$ cat src/rsw_pkg.sv
package rsw_pkg;

   localparam int TAG_W            = 7;
   localparam int DATA_W           = 32;
   localparam int STATION_W        = 4;
   localparam int COUNT_W          = 7;
   localparam int MASK_W           = 16;
   localparam int OPNDS            = 4;
   localparam int DEFAULT_STATIONS = 16;

   // operand slots inside one station
   localparam int OPND_INT_A = 0;
   localparam int OPND_INT_B = 1;
   localparam int OPND_FP_A  = 2;
   localparam int OPND_FP_B  = 3;

   localparam logic [TAG_W-1:0] TAG_PRESENT = '1;

   typedef enum logic {
      FUNC_DISPATCH  = 1'b0,
      FUNC_BROADCAST = 1'b1
   } func_type;

   // first member lands in the highest bits
   typedef struct packed {
      logic        [DATA_W-1:0]    fp_value_b;
      logic signed [TAG_W-1:0]     fp_tag_b;
      logic        [DATA_W-1:0]    fp_value_a;
      logic signed [TAG_W-1:0]     fp_tag_a;
      logic signed [DATA_W-1:0]    int_value_b;
      logic signed [TAG_W-1:0]     int_tag_b;
      logic signed [DATA_W-1:0]    int_value_a;
      logic signed [TAG_W-1:0]     int_tag_a;
      logic                        thread;
      logic        [STATION_W-1:0] station;
   } rsw_item_type;

   localparam int ITEM_W = $bits(rsw_item_type);

   typedef struct packed {
      logic load;    // write this station from the word
      logic wake;    // bus broadcast active
      logic free;    // this station is the producer
      logic thread;  // producer's thread
   } rsw_ctrl_type;

   typedef struct packed {
      logic             busy;    // busy after this word
      logic             ready;   // busy with all tags clear after this word
      logic             thread;  // stored owner
      logic [OPNDS-1:0] hits;    // operands captured by this word
   } rsw_status_type;

endpackage

$ cat src/rsw_station.sv
module rsw_station
   import rsw_pkg::*;
(
   input  logic           clock,
   input  logic           reset,
   input  rsw_ctrl_type   ctrl,
   input  rsw_item_type   item,
   output rsw_status_type status
);

   logic              busy_ff, busy_in;
   logic              thread_ff, thread_in;
   logic [TAG_W-1:0]  tag_ff   [OPNDS];
   logic [TAG_W-1:0]  tag_in   [OPNDS];
   logic [DATA_W-1:0] value_ff [OPNDS];
   logic [DATA_W-1:0] value_in [OPNDS];
   logic [TAG_W-1:0]  bus_tag  [OPNDS];
   logic [DATA_W-1:0] bus_val  [OPNDS];
   logic [OPNDS-1:0]  hit;
   logic              wake_match;
   logic              all_clear;

   always_comb begin
      bus_tag[OPND_INT_A] = item.int_tag_a;
      bus_tag[OPND_INT_B] = item.int_tag_a;
      bus_tag[OPND_FP_A]  = item.fp_tag_a;
      bus_tag[OPND_FP_B]  = item.fp_tag_a;
      bus_val[OPND_INT_A] = item.int_value_a;
      bus_val[OPND_INT_B] = item.int_value_a;
      bus_val[OPND_FP_A]  = item.fp_value_a;
      bus_val[OPND_FP_B]  = item.fp_value_a;

      wake_match = ctrl.wake && busy_ff && (thread_ff == ctrl.thread);

      for (int i = 0; i < OPNDS; i++) begin
         // a negative stored tag is present and never matches
         hit[i]      = wake_match && !tag_ff[i][TAG_W-1] && (tag_ff[i] == bus_tag[i]);
         tag_in[i]   = hit[i] ? TAG_PRESENT : tag_ff[i];
         value_in[i] = hit[i] ? bus_val[i]  : value_ff[i];
      end
      thread_in = thread_ff;
      busy_in   = ctrl.free ? 1'b0 : busy_ff;

      if (ctrl.load) begin
         busy_in              = 1'b1;
         thread_in            = item.thread;
         tag_in[OPND_INT_A]   = item.int_tag_a;
         tag_in[OPND_INT_B]   = item.int_tag_b;
         tag_in[OPND_FP_A]    = item.fp_tag_a;
         tag_in[OPND_FP_B]    = item.fp_tag_b;
         value_in[OPND_INT_A] = item.int_value_a;
         value_in[OPND_INT_B] = item.int_value_b;
         value_in[OPND_FP_A]  = item.fp_value_a;
         value_in[OPND_FP_B]  = item.fp_value_b;
      end

      all_clear = 1'b1;
      for (int i = 0; i < OPNDS; i++) begin
         all_clear = all_clear && tag_in[i][TAG_W-1];
      end

      status.busy   = busy_in;
      status.ready  = busy_in && all_clear;
      status.thread = thread_ff;
      status.hits   = hit;
   end

   always_ff @(posedge clock) begin
      if (reset) begin
         busy_ff <= 1'b0;
      end else begin
         busy_ff <= busy_in;
      end
   end

   always_ff @(posedge clock) begin
      thread_ff <= thread_in;
      tag_ff    <= tag_in;
      value_ff  <= value_in;
   end

endmodule

$ cat src/reservation_station_wakeup.sv
// Pool of STATIONS reservation stations woken by a common data bus. A word
// with tuser 0 dispatches an instruction into one station: its thread, two
// integer and two float source tags with values (a tag of -1, or any negative
// tag, means the value is already present). A word with tuser 1 is a result
// broadcast: every busy station of the producer's thread whose waiting tag
// equals the integer or float bus tag captures the value, then the producer
// station is freed. A station index at or above STATIONS changes nothing.
// Each word answers with one result word: ready and busy masks after the
// update (stations 0 to 15) and the number of operands captured. The block
// takes one word per cycle while results are drained; each word is held in
// the input register, then one pass of the tag compare across all stations
// in parallel lands in the result register. Both registers advance together,
// so while a result waits to be drained the input register still takes one
// more word; with both full, req_tready drops until the result is taken.
module reservation_station_wakeup
   import rsw_pkg::*;
#(
   parameter int STATIONS = DEFAULT_STATIONS
)
(
   input  logic         clock,
   input  logic         reset,
   // req_tdata, lowest bit up: station, thread, int_tag_a, int_value_a,
   // int_tag_b, int_value_b, fp_tag_a, fp_value_a, fp_tag_b, fp_value_b, zeros
   input  logic         req_tvalid,
   output logic         req_tready,
   input  logic [167:0] req_tdata,
   // req_tuser: func
   input  logic [0:0]   req_tuser,
   // rsp_tdata, lowest bit up: ready_mask, busy_mask, capture_count, zeros
   output logic         rsp_tvalid,
   input  logic         rsp_tready,
   output logic [39:0]  rsp_tdata
);

   localparam int HIT_W = OPNDS * STATIONS;

   // input register
   logic         in_valid_ff, in_valid_in;
   func_type     in_func_ff;
   rsw_item_type in_item_ff;

   // result register
   logic               rsp_valid_ff, rsp_valid_in;
   logic [MASK_W-1:0]  ready_mask_ff, ready_mask_in;
   logic [MASK_W-1:0]  busy_mask_ff, busy_mask_in;
   logic [COUNT_W-1:0] count_ff, count_in;

   logic           advance;
   logic           in_range;
   logic           producer_thread;
   logic [HIT_W-1:0] hit_vec;
   rsw_ctrl_type   ctrl   [STATIONS];
   rsw_status_type status [STATIONS];

   // move a word out of the input register whenever the result slot frees up
   assign advance    = in_valid_ff && (!rsp_valid_ff || rsp_tready);
   assign req_tready = !in_valid_ff || advance;
   assign in_range   = 32'(in_item_ff.station) < STATIONS;

   assign in_valid_in  = req_tready ? req_tvalid : in_valid_ff;
   assign rsp_valid_in = advance ? 1'b1 : (rsp_valid_ff && !rsp_tready);

   always_ff @(posedge clock) begin
      if (reset) begin
         in_valid_ff  <= 1'b0;
         rsp_valid_ff <= 1'b0;
      end else begin
         in_valid_ff  <= in_valid_in;
         rsp_valid_ff <= rsp_valid_in;
      end
   end

   always_ff @(posedge clock) begin
      if (req_tvalid && req_tready) begin
         in_func_ff <= func_type'(req_tuser[0]);
         in_item_ff <= rsw_item_type'(req_tdata[ITEM_W-1:0]);
      end
      if (advance) begin
         ready_mask_ff <= ready_mask_in;
         busy_mask_ff  <= busy_mask_in;
         count_ff      <= count_in;
      end
   end

   // read the producer's stored thread
   always_comb begin
      producer_thread = 1'b0;
      for (int s = 0; s < STATIONS; s++) begin
         if (32'(in_item_ff.station) == s) begin
            producer_thread = status[s].thread;
         end
      end
   end

   for (genvar s = 0; s < STATIONS; s++) begin : g_station
      always_comb begin
         ctrl[s].load   = advance && (in_func_ff == FUNC_DISPATCH) && in_range &&
                          (32'(in_item_ff.station) == s);
         ctrl[s].wake   = advance && (in_func_ff == FUNC_BROADCAST) && in_range;
         ctrl[s].free   = ctrl[s].wake && (32'(in_item_ff.station) == s);
         ctrl[s].thread = producer_thread;
      end

      rsw_station u_station (
         .clock  (clock),
         .reset  (reset),
         .ctrl   (ctrl[s]),
         .item   (in_item_ff),
         .status (status[s])
      );

      assign hit_vec[s*OPNDS +: OPNDS] = status[s].hits;
   end

   // only the first sixteen stations show in the masks
   for (genvar m = 0; m < MASK_W; m++) begin : g_mask
      if (m < STATIONS) begin : g_live
         assign ready_mask_in[m] = status[m].ready;
         assign busy_mask_in[m]  = status[m].busy;
      end else begin : g_none
         assign ready_mask_in[m] = 1'b0;
         assign busy_mask_in[m]  = 1'b0;
      end
   end

   // count wraps to the field width
   assign count_in = COUNT_W'($countones(hit_vec));

   assign rsp_tvalid = rsp_valid_ff;
   assign rsp_tdata  = {1'b0, count_ff, busy_mask_ff, ready_mask_ff};

`ifndef SYNTH
   a_ready_in_busy: assert property (@(posedge clock) disable iff (reset)
      rsp_valid_ff |-> ((ready_mask_ff & ~busy_mask_ff) == '0))
      else $error("ready station not busy");

   a_dispatch_busy: assert property (@(posedge clock) disable iff (reset)
      (advance && (in_func_ff == FUNC_DISPATCH) && in_range &&
       (32'(in_item_ff.station) < MASK_W))
      |=> busy_mask_ff[$past(in_item_ff.station)])
      else $error("dispatched station not busy");

   a_dispatch_no_capture: assert property (@(posedge clock) disable iff (reset)
      (advance && (in_func_ff == FUNC_DISPATCH)) |=> (count_ff == '0))
      else $error("capture on dispatch");

   a_stall_cause: assert property (@(posedge clock) disable iff (reset)
      !req_tready |-> (in_valid_ff && rsp_valid_ff && !rsp_tready))
      else $error("input stalled without a blocked result");
`endif

endmodule

$ cat config.mk
export PLATFORM = sky130hd
export DESIGN_NAME = reservation_station_wakeup
export DESIGN_NICKNAME = d
export VERILOG_FILES = /design/src/rsw_pkg.sv /design/src/rsw_station.sv /design/src/reservation_station_wakeup.sv
export SDC_FILE = /design/constraint.sdc
export NUM_CORES = 1
export LEC_CHECK = 0
export ABC_AREA = 0
export ABC_CLOCK_PERIOD_IN_PS = 9830
export BUFFER_PORTS_ARGS = -buffer_cell sky130_fd_sc_hd__buf_2
export CAP_MARGIN = 20
export CORE_MARGIN = 2
export CORE_UTILIZATION = 50
export CTS_BUF_LIST = sky130_fd_sc_hd__clkbuf_8
export DETAILED_ROUTE_END_ITERATION = 7
export PLACE_DENSITY = 0.75
export SYNTH_ARGS = -nofsm -noshare
export SYNTH_HDL_FRONTEND = slang
export SYNTH_SLANG_ARGS = --single-unit
$ cat constraint.sdc
create_clock -name clock -period 9.83 [get_ports clock]
set_clock_uncertainty 0.05 [all_clocks]
set_input_delay 0.4915 -clock clock [delete_from_list [all_inputs] [get_ports clock]]
set_output_delay 0.4915 -clock clock [all_outputs]
set_load 0.05 [all_outputs]
* Word level (Yosys, flattened, before mapping) *
Cells that the tools add are included.

storage, ports and cells
  ROM bits = 0
  bits in latches = 0
  memories = 0
  bits in registers = 555
  memory bits (writable) = 0
  output and inout port bits = 42

cells by class
  $add $sub $neg = 63
  $lt $le $gt $ge = 0
  multiply operators = 0
  divide/modulo/power cells = 0
  bitwise operators = 1
  shift operators = 0
  reductions and logical operators = 395
  equality and inequality tests = 95
  multiplexer cells = 129

operator list
  kind                                           number
  == test 7 bit                                  64
  two-way mux 28 bit                             16
  two-way mux 7 bit                              64
  logical AND 1 bit                              261
  adder 7 bit                                    25
  nonzero test 2 bit                             64
  zero test 1 bit                                67
  adder 1 x 1 -> 2 bit                           32
  two-way mux 1 bit                              49
  == test 4 bit, second input constant           8
  adder 2 x 2 -> 3 bit                           6
  == test 1 bit                                  16
  == test 4 x 3 -> 1 bit, second input constant  4
  == test 4 x 2 -> 1 bit, second input constant  2
  == test 4 x 1 -> 1 bit, second input constant  1
  zero test 4 bit                                1
  logical OR 1 bit                               2
  NOT 1 bit                                      1

* Longest topological paths before layout *
Gate-level depths: netlist (run 1).

  depth after elaboration = 27
  mapped depth = 32

* Cells and area by module *
A second synthesis (run 1) with hierarchy kept.

second synthesis, totals
  cells, all modules = 3007
  area total of the unflattened synthesis = 34159.0 sq um

by module, submodules not included
  module                                     instances  cells each  area an instance (sq um)  seq. area each (sq um)
  rsw_station (g_station[10].u_station ...)  15         156         1585.3                    850.8
  reservation_station_wakeup                 1          511         8798.4                    6075.8
  rsw_station (g_station[0].u_station)       1          156         1581.5                    850.8

* Worst setup path after synthesis (run 1) *
Ideal clock, no wire load.

  path type = register to register
  from = register rsp_valid_ff (netlist: rsp_tvalid)
  to = register count_ff[6] (data pin)
  required time = 9.522 ns
  data arrival time = 8.449 ns
  path slack = 1.074 ns
  stages on the path, launching flop included = 27
  path buffers = 2
  cells stage by stage = dfxtp_1 nand2b_1 nand2_1 clkinv_1 nand2_1 buf_1 clkbuf_1 nor4b_2 fa_1 ha_1 ha_1 fa_1 fa_1 fa_1 fa_1 fa_1 fa_1 inv_1 fa_1 inv_1 fa_1 a21oi_1 nor2_1 nor2_1 o21bai_1 a21oi_1 xnor2_1

between the ends
  longest elaborated chain between the ends = 14

ends and longest elaborated chain
  item                                                                              RTL line                           RTL
  start: declaration                                                                reservation_station_wakeup.sv:44   logic rsp_valid_ff, rsp_valid_in;
  start signal: assignment                                                          reservation_station_wakeup.sv:70   rsp_valid_ff <= rsp_valid_in;
  zero test 1 bit *                                                                 reservation_station_wakeup.sv:57   assign advance = in_valid_ff && (!rsp_valid_ff || rsp_tready);
  logical OR 1 bit *                                                                reservation_station_wakeup.sv:57
  logical AND 1 bit *                                                               reservation_station_wakeup.sv:57
  via advance                                                                       reservation_station_wakeup.sv:49   logic advance;
  logical AND 1 bit *                                                               reservation_station_wakeup.sv:100  ctrl[s].wake = advance && (in_func_ff == FUNC_BROADCAST) && in_range;
  logical AND 1 bit (2 in series)                                                   rsw_station.sv:33                  wake_match = ctrl.wake && busy_ff && (thread_ff == ctrl.thread);
  logical AND 1 bit (2 in series)                                                   rsw_station.sv:37                  hit[i] = wake_match && !tag_ff[i][TAG_W-1] && (tag_ff[i] == bus_tag[i]);
  adder 1 x 1 -> 2 bit (not written as such)                                        reservation_station_wakeup.sv:128  assign count_in = COUNT_W'($countones(hit_vec));
  adder 7 bit (not written as such) / adder 2 x 2 -> 3 bit (equally long branches)  reservation_station_wakeup.sv:128
  adder 7 bit (not written as such) (3 in series)                                   reservation_station_wakeup.sv:128
  adder 7 bit (not written as such) *                                               reservation_station_wakeup.sv:128
  via count_in[6]                                                                   reservation_station_wakeup.sv:47   logic [COUNT_W-1:0] count_ff, count_in;
  end signal: assignment                                                            reservation_station_wakeup.sv:82   count_ff <= count_in;
  end: declaration                                                                  reservation_station_wakeup.sv:47

Mark *: on every way through the listed nets, which the timed path passes. The rest lies on a longest branch.
A chain may end at the register's enable or synchronous reset.

* Worst setup path after layout (run 1) *
  from = register in_item_ff[0] in the netlist's numbering
  to = register count_ff[6] (data pin)

between the ends
  longest elaborated chain between the ends = 27

ends and longest elaborated chain
  item                                                                              RTL line                           RTL
  start: declaration                                                                reservation_station_wakeup.sv:41   rsw_item_type in_item_ff;
  start signal: assignment                                                          reservation_station_wakeup.sv:77   in_item_ff <= rsw_item_type'(req_tdata[ITEM_W-1:0]);
  zero test 4 bit                                                                   reservation_station_wakeup.sv:90   if (32'(in_item_ff.station) == s) begin
  two-way mux 1 bit (15 in series)                                                  reservation_station_wakeup.sv:90
  two-way mux 1 bit *                                                               reservation_station_wakeup.sv:90
  == test 1 bit                                                                     rsw_station.sv:33
  logical AND 1 bit                                                                 rsw_station.sv:33
  logical AND 1 bit (2 in series)                                                   rsw_station.sv:37
  adder 1 x 1 -> 2 bit (not written as such)                                        reservation_station_wakeup.sv:128
  adder 7 bit (not written as such) / adder 2 x 2 -> 3 bit (equally long branches)  reservation_station_wakeup.sv:128
  adder 7 bit (not written as such) (3 in series)                                   reservation_station_wakeup.sv:128
  adder 7 bit (not written as such) *                                               reservation_station_wakeup.sv:128
  via count_in[6]                                                                   reservation_station_wakeup.sv:47

Marks and branches as above.

==> results of run 1 <==
-- worst min path at each step --
| stage | slack [ns] | cells past startpoint | end | start |
|---|---|---|---|---|
| after floorplan | 0.40 | 2 | g_station[10].u_station.tag_ff[27] | g_station[10].u_station.tag_ff[27] |
| after global placement | 0.41 | 2 | g_station[10].u_station.tag_ff[27] | g_station[10].u_station.tag_ff[27] |
| after detailed placement | 0.43 | 2 | g_station[15].u_station.tag_ff[27] | g_station[15].u_station.tag_ff[27] |
| after CTS | 0.1 | 4 | in_valid_ff | rsp_tready |
| after global routing | 0.13 | 4 | in_valid_ff | rsp_tready |
| final | 0.14 | 4 | in_valid_ff | rsp_tready |
-- power groups by stage --
stage	Sequential (uW)	Clock, uW	Combinational (uW)
after floorplan	2700	0	247
after detailed placement	2720	0	383
final	2680	1970	404
after CTS	2680	1990	397
after global routing	2680	2080	425
after global placement	2730	0	362
-- layer usage --
layer  vias up  global-route usage [%]  wire length [um]
li1       9382                       -                 -
met1     10300                    36.5             32200
met2      1162                    42.9             37100
met3       224                    5.25              8490
met4         2                    10.7              3350
met5         -                       0                12
-- cell type report --
cell class	instances	area [um^2]
repair buffers	187	1430
fillers	4806	25200
multi-input cells	1795	12000
inverters	143	537
flip-flops and latches	555	15800
clock buffers	108	1490
well taps	765	957
clock inverters	60	275
-- what timing repair did --
item | 4_1_cts | 5_1_grt
endpoints found under the hold margin | 35 | 0
hold buffers | 35 | 0
resized for setup | 0 | 0
-- stage by stage --
stage          area (um^2)  util (%)  worst slack, ns  total power, uW  hold WS [ns]
5_1_grt              32500      56.4            0.166             5190         0.126
4_1_cts              32500      56.3            0.623             5060        0.0954
6_report             32500      56.4            0.487             5050         0.142
2_1_floorplan        29100         -             1.07             2950         0.397
3_5_place_dp         30400      52.7            0.682             3110         0.433
3_3_place_gp         30300      52.5            0.770             3090         0.415
-- sequential cells by signal (all words and copies together), names as in the netlist --
register                       count
g_station.u_station.busy_ff       16
in_item_ff                        33
busy_mask_ff                      16
rsp_tvalid                         1
ready_mask_ff                     16
in_valid_ff                        1
in_func_ff                         1
g_station.u_station.tag_ff       448
count_ff                           7
g_station.u_station.thread_ff     16
-- synth_stat cells, types with 57 or more instances --
| master | instances |
|---|---|
| nand2_1 | 617 |
| nor2_1 | 87 |
| fa_1 | 57 |
| clkbuf_1 | 140 |
| nor4_1 | 76 |
| xnor2_1 | 177 |
| dfxtp_1 | 82 |
| inv_1 | 136 |
| edfxtp_1 | 473 |
| a21o_1 | 136 |
| nand4_1 | 64 |
| xor2_1 | 230 |
-- tightest hold or removal path, delay by kind of cell --
kind | cells | cell delay, ns
compound gates | 1 | 0.14
buf+inv | 1 | 0.08
simple gates | 2 | 0.11
-- cells by family after synthesis --
logic type	count (synthesis)
AO/OA/AOI/OAI	259
XOR/XNOR	407
adder cells (fa/ha/maj)	104
buffers and inverters	339
flip-flops	555
multiplexers	8
other	1
AND/OR/NAND/NOR	1016
==> results.yml, run 1 <==
power_and_ir_drop:
  p_leak_uw: 0.0162
  vdd_ir_drop_max_v: 0.0000936
  internal_power_uw: 3770
  comb_power_share_pct: 8.0
  p_clk_share_pct: 38.9
  power_density_mw_per_mm2: 155
  p_seq_share_pct: 53.0
  p_sw_uw: 1270
  swShare_pct: 25.2
drt:
  routed_wl_um: 81100
  num_vias: 21000
  first_pass_iters: 7
  drt_first_iter_violations: 2510
  wl_per_cell_um: 22.5
  avgViaCountPerCell: 5.82
  drc: 0
  ant_nets: 0
worst_setup_path:
  crit_type: "reg2reg"
  reg2regPathDepth: 26
  cp_common_cell: "fa_1"
  cpLargestDelayFamily: "adder cells"
  cp_slowest_cell: "or4_1"
  crit_path_start_kind: "flip-flop"
  cpPeakStageDelay_ns: 0.67
  critPathArrivalTime_ns: 9.75
  regToRegEndpoint: "count_ff[6]"
  path_buf_inv: 3
  worstPathRequired_ns: 10.24
  reg2reg_from: "in_item_ff[0]"
  crit_start: "in_item_ff[0]"
  reg2reg_slack_ns: 0.49
  endpoint: "count_ff[6]"
  crit_fanout: 16
  path_depth: 26
  critPathCaptureType: "flip-flop"
layout:
  diodes: 0
  final_common_cell: "nand2_1"
  drive_gt1_share_pct: 10.7
  final_cell_count_no_fill: 3613
  fin_nets: 3050
  final_cell_mix: "nand2_1 (617), edfxtp_1 (473), xor2_1 (230), xnor2_1 (177), inv_1 (173)"
  area_growth_pct: 11.6
global_route:
  antenna_found_initial: 1
  grtUsageTotal_pct: 27.0
  grt_pass1_vias: 20400
  overflow: 0
  grt_max_degree: 49
  grt_pass1_wl_um: 122000
timing:
  rsz0062_at_grt: "false"
  fmax_ghz: 0.107
  worstMarginPinSlew_ns: 1.28
  fin_crit_ns: 9.34
  tns_ns: 0
  setup_viol: 0
  final_hold_viol_count: 0
  period_share_pct: 95.0
  slew_viol_final: 0
  relSlewSlack_pct: 14.8
place:
  place_inst: 3409
  hpwlAfterDp_um: 55400
  io_buffers: 78
  gp_congestion: 0.952
synthesis:
  syn_nets: 2966
  ys_seq_area_share_pct: 54.4
  yosys.area_share.simple_pct: 16.2
  synth_xor_area_share_pct: 12.2
  netlist_instances: 2689
  synth_top_area_share_pct: 48.7
  synth-seq-cells: 555
  yosysWarnings: 0
  avgSynthCellArea_um2: 10.8
  netlist_area_mm2: 0.0291
  synth_compound_area_share_pct: 6.46
  synthTopCellsByArea: "edfxtp_1 (49%), nand2_1 (7.9%), xor2_1 (6.9%)"
  synth_flop_cell: "edfxtp_1"
  synth_top_family_by_area: "simple AND/OR/NAND/NOR gates"
  synth_cell_types: 61
  synth_fa_ha_area_share_pct: 5.93
  synth_edf_count: 473
  synth_top_cell_by_area: "edfxtp_1"
  synth_mux_area_share_pct: 0.288
  synthArstFlopShare_pct: 0
floorplan:
  die_y_um: 245
  start_util_pct: 50.5
  io_pins: 215
  rows: 88
  core_mm2: 0.0577
  die-width_um: 245
  dieArea_mm2: 0.0602
cts:
  cts.sink_count: 555
  cts-root-buf: "clkbuf_8"
  numCtsBuffers: 91
  clkLatencyLatePin_ns: 0.70
  htreeDepth: 3
  clk_pin_slew_ns: 0.06
  clk_path_buf_depth: 3
  cts_tree: "yes"
  cts_setup_buffers: 0
run_status:
  status: "complete, no violations"
job:
  drv_cap: 0
worst_hold_path:
  hp-class: "in2reg"
Power figures use the tool's default switching activity.
==> inputs of run 2 (changes only) <==
--- a/config.mk
+++ b/config.mk
@@ -6,14 +6,14 @@
 export NUM_CORES = 1
 export LEC_CHECK = 0
 export ABC_AREA = 0
-export ABC_CLOCK_PERIOD_IN_PS = 9830
+export ABC_CLOCK_PERIOD_IN_PS = 7850
 export BUFFER_PORTS_ARGS = -buffer_cell sky130_fd_sc_hd__buf_2
 export CAP_MARGIN = 20
 export CORE_MARGIN = 2
 export CORE_UTILIZATION = 50
 export CTS_BUF_LIST = sky130_fd_sc_hd__clkbuf_8
 export DETAILED_ROUTE_END_ITERATION = 7
-export PLACE_DENSITY = 0.75
+export PLACE_DENSITY = 0.78
 export SYNTH_ARGS = -nofsm -noshare
 export SYNTH_HDL_FRONTEND = slang
 export SYNTH_SLANG_ARGS = --single-unit
==> constraint.sdc (replaced) <==
create_clock -name clock -period 7.85 [get_ports clock]
set_clock_uncertainty 0.05 [all_clocks]
set_input_delay 0.3925 -clock clock [delete_from_list [all_inputs] [get_ports clock]]
set_output_delay 0.3925 -clock clock [all_outputs]
set_load 0.02 [all_outputs]
==> results.yml, run 2 (synthesized netlist as in run 1, its figures left out) <==
run_status:
  status: "finished with violations"
  violations: "setup timing"
power_and_ir_drop:
  p_sw_uw: 1630
  comb_power_share_pct: 8.7
  power_density_mw_per_mm2: 190
  power.total_uw: 6520
  internal_power_uw: 4890
  p_clk_share_pct: 39.9
  p_leak_uw: 0.0170
  vdd_ir_drop_max_v: 0.000142
  swShare_pct: 25.0
  p_seq_share_pct: 51.4
layout:
  fin_area_mm2: 0.0342
  fin_nets: 3189
  drive_gt1_share_pct: 16.6
  fill_cells: 4584
  final_cell_mix: "nand2_1 (617), edfxtp_1 (473), xor2_1 (230), buf_4 (188), xnor2_1 (168)"
  multiInputGateArea_mm2: 0.0124
  largest_register_ffs: 448
  top_regs: "g_station.u_station.tag_ff: 448 flops, in_item_ff: 33 flops"
  largest-register: "g_station.u_station.tag_ff"
  final_common_cell: "nand2_1"
  seq_area_mm2: 0.0158
  area_growth_pct: 17.4
job:
  drv_cap: 0
worst_setup_path:
  cp_slowest_cell: "fa_1"
  worstPathRequired_ns: 8.24
  crit_type: "reg2reg"
  cp_common_cell: "fa_1"
  cpPeakStageDelay_ns: 0.57
  path_buf_inv: 4
  critPathCaptureType: "flip-flop"
  crit_path_start_kind: "flip-flop"
  critPathArrivalTime_ns: 8.50
  crit_fanout: 5
  cpLargestDelayFamily: "adder cells"
drt:
  drt_first_iter_violations: 2246
  num_vias: 21600
  ant_nets: 0
  wl_per_cell_um: 22.6
  routed_wl_um: 84800
  avgViaCountPerCell: 5.76
  first_pass_iters: 6
  drc: 0
place:
  io_buffers: 78
  post-place-ws_ns: -0.323
  hpwlAfterDp_um: 58400
  placed_area_mm2: 0.0316
  gp_congestion: 0.992
floorplan:
  io_pins: 215
  rows: 88
  dieArea_mm2: 0.0602
  core_mm2: 0.0577
  start_util_pct: 50.5
  die_y_um: 245
  die-width_um: 245
global_route:
  grt_max_degree: 44
  overflow: 0
  antenna_found_initial: 1
  grt_pass1_vias: 21400
  grt_pass1_wl_um: 126000
  grtUsageTotal_pct: 28.1
timing:
  period_share_pct: 103
  layout_setup_ws_ns: -0.255
  rsz0062_at_grt: "true"
  relSlewSlack_pct: 17.0
  worstMarginPinSlew_ns: 1.24
  setup_viol: 4
  slew_viol_final: 0
  tns_ns: -0.661
  final_hold_viol_count: 0
  fmax_ghz: 0.123
  fin_crit_ns: 8.10
cts:
  clkLatencyLatePin_ns: 0.71
  cts-root-buf: "clkbuf_8"
  numCtsBuffers: 91
  cts.sink_count: 555
  cts_tree: "yes"
  htreeDepth: 3
  clk_pin_slew_ns: 0.06
  clk_path_buf_depth: 3
worst_hold_path:
  hp-class: "in2reg"
-- run 2: cell count changes in the layout (fill, tap and decap cells not counted), sizes merged --
cell      change
clkinv        +5
clkinvlp      +2
diode         +3
inv          -10
bufinv        +4
buf         +139
clkbuf        -2
-- run 2: final timing paths --
kind                                                          from                            endpoint  slack, ns  depth (start not counted)
worst min-delay path                                    rsp_tready                         in_valid_ff       0.07                          4
worst max register to register                       in_item_ff[0]                         count_ff[6]      -0.25                         27
worst min register to register  g_station[10].u_station.tag_ff[27]  g_station[10].u_station.tag_ff[27]       0.45                          2
worst max-delay path                                 in_item_ff[0]                         count_ff[6]      -0.25                         27
-- run 2: through the flow --
stage / hold WS (ns) / std cells / util, %
2_1_floorplan: 0.397 / 2689 / -
3_3_place_gp: 0.414 / 3541 / 54.7
3_5_place_dp: 0.427 / 3543 / 54.8
4_1_cts: 0.0124 / 3748 / 58.9
5_1_grt: 0.0660 / 3752 / 59.3
6_report: 0.0655 / 3754 / 59.3
-- run 2: worst register-to-register path: stages (launching register included) --
cell and delay [ns]:
edfxtp_1 0.48, mux2_4 0.35, o221a_4 0.25, a32oi_4 0.25, o211a_4 0.24, buf_12 0.14
buf_12 0.11, xnor2_4 0.10, nor4b_4 0.34, fa_1 0.48, ha_1 0.22, ha_4 0.27
fa_1 0.43, fa_1 0.53, fa_1 0.44, fa_1 0.51, fa_1 0.45, fa_1 0.57
inv_1 0.07, fa_1 0.51, inv_2 0.06, fa_2 0.36, a21oi_2 0.12, nor2_1 0.05
nor2_1 0.12, o21bai_1 0.09, a21oi_1 0.16, xnor2_1 0.09
-- run 2: final cells by class --
type                            count  share of cell area (%)
Antenna cell                        3                  0.0219
Clock buffer                      106                    4.26
Clock inverter                     61                    1.15
Inverter                          143                    1.58
Multi-Input combinational cell   1795                    36.2
Sequential cell                   555                    46.3
Tap cell                          765                    2.80
Timing Repair Buffer              326                    7.70
-- run 2: power groups by stage --
stage | Clock [uW] | Sequential, uW | Combinational, uW
final | 2600 | 3350 | 567
after global routing | 2740 | 3360 | 597
after CTS | 2620 | 3350 | 545
after detailed placement | 0 | 3410 | 523
after global placement | 0 | 3410 | 504
after floorplan | 0 | 3360 | 318
-- run 2: routing by layer --
| metal | GRT usage, % | share of wire, % | wire length, um |
|---|---|---|---|
| met2 | 44.8 | 46 | 39200 |
| met3 | 6.35 | 11 | 9100 |
| met4 | 12.1 | 4.3 | 3640 |
| met1 | 37.1 | 39 | 32900 |
| met5 | 0 | 0 | 0 |
-- run 2: timing repair --
item | 4_1_cts | 5_1_grt
endpoints found under the hold margin | 35 | 0
setup buffers | 5 | 1
pin swaps | 16 | 25
endpoints found under the setup margin | 5 | 6
hold buffers | 35 | 0
gates resized for setup | 22 | 30
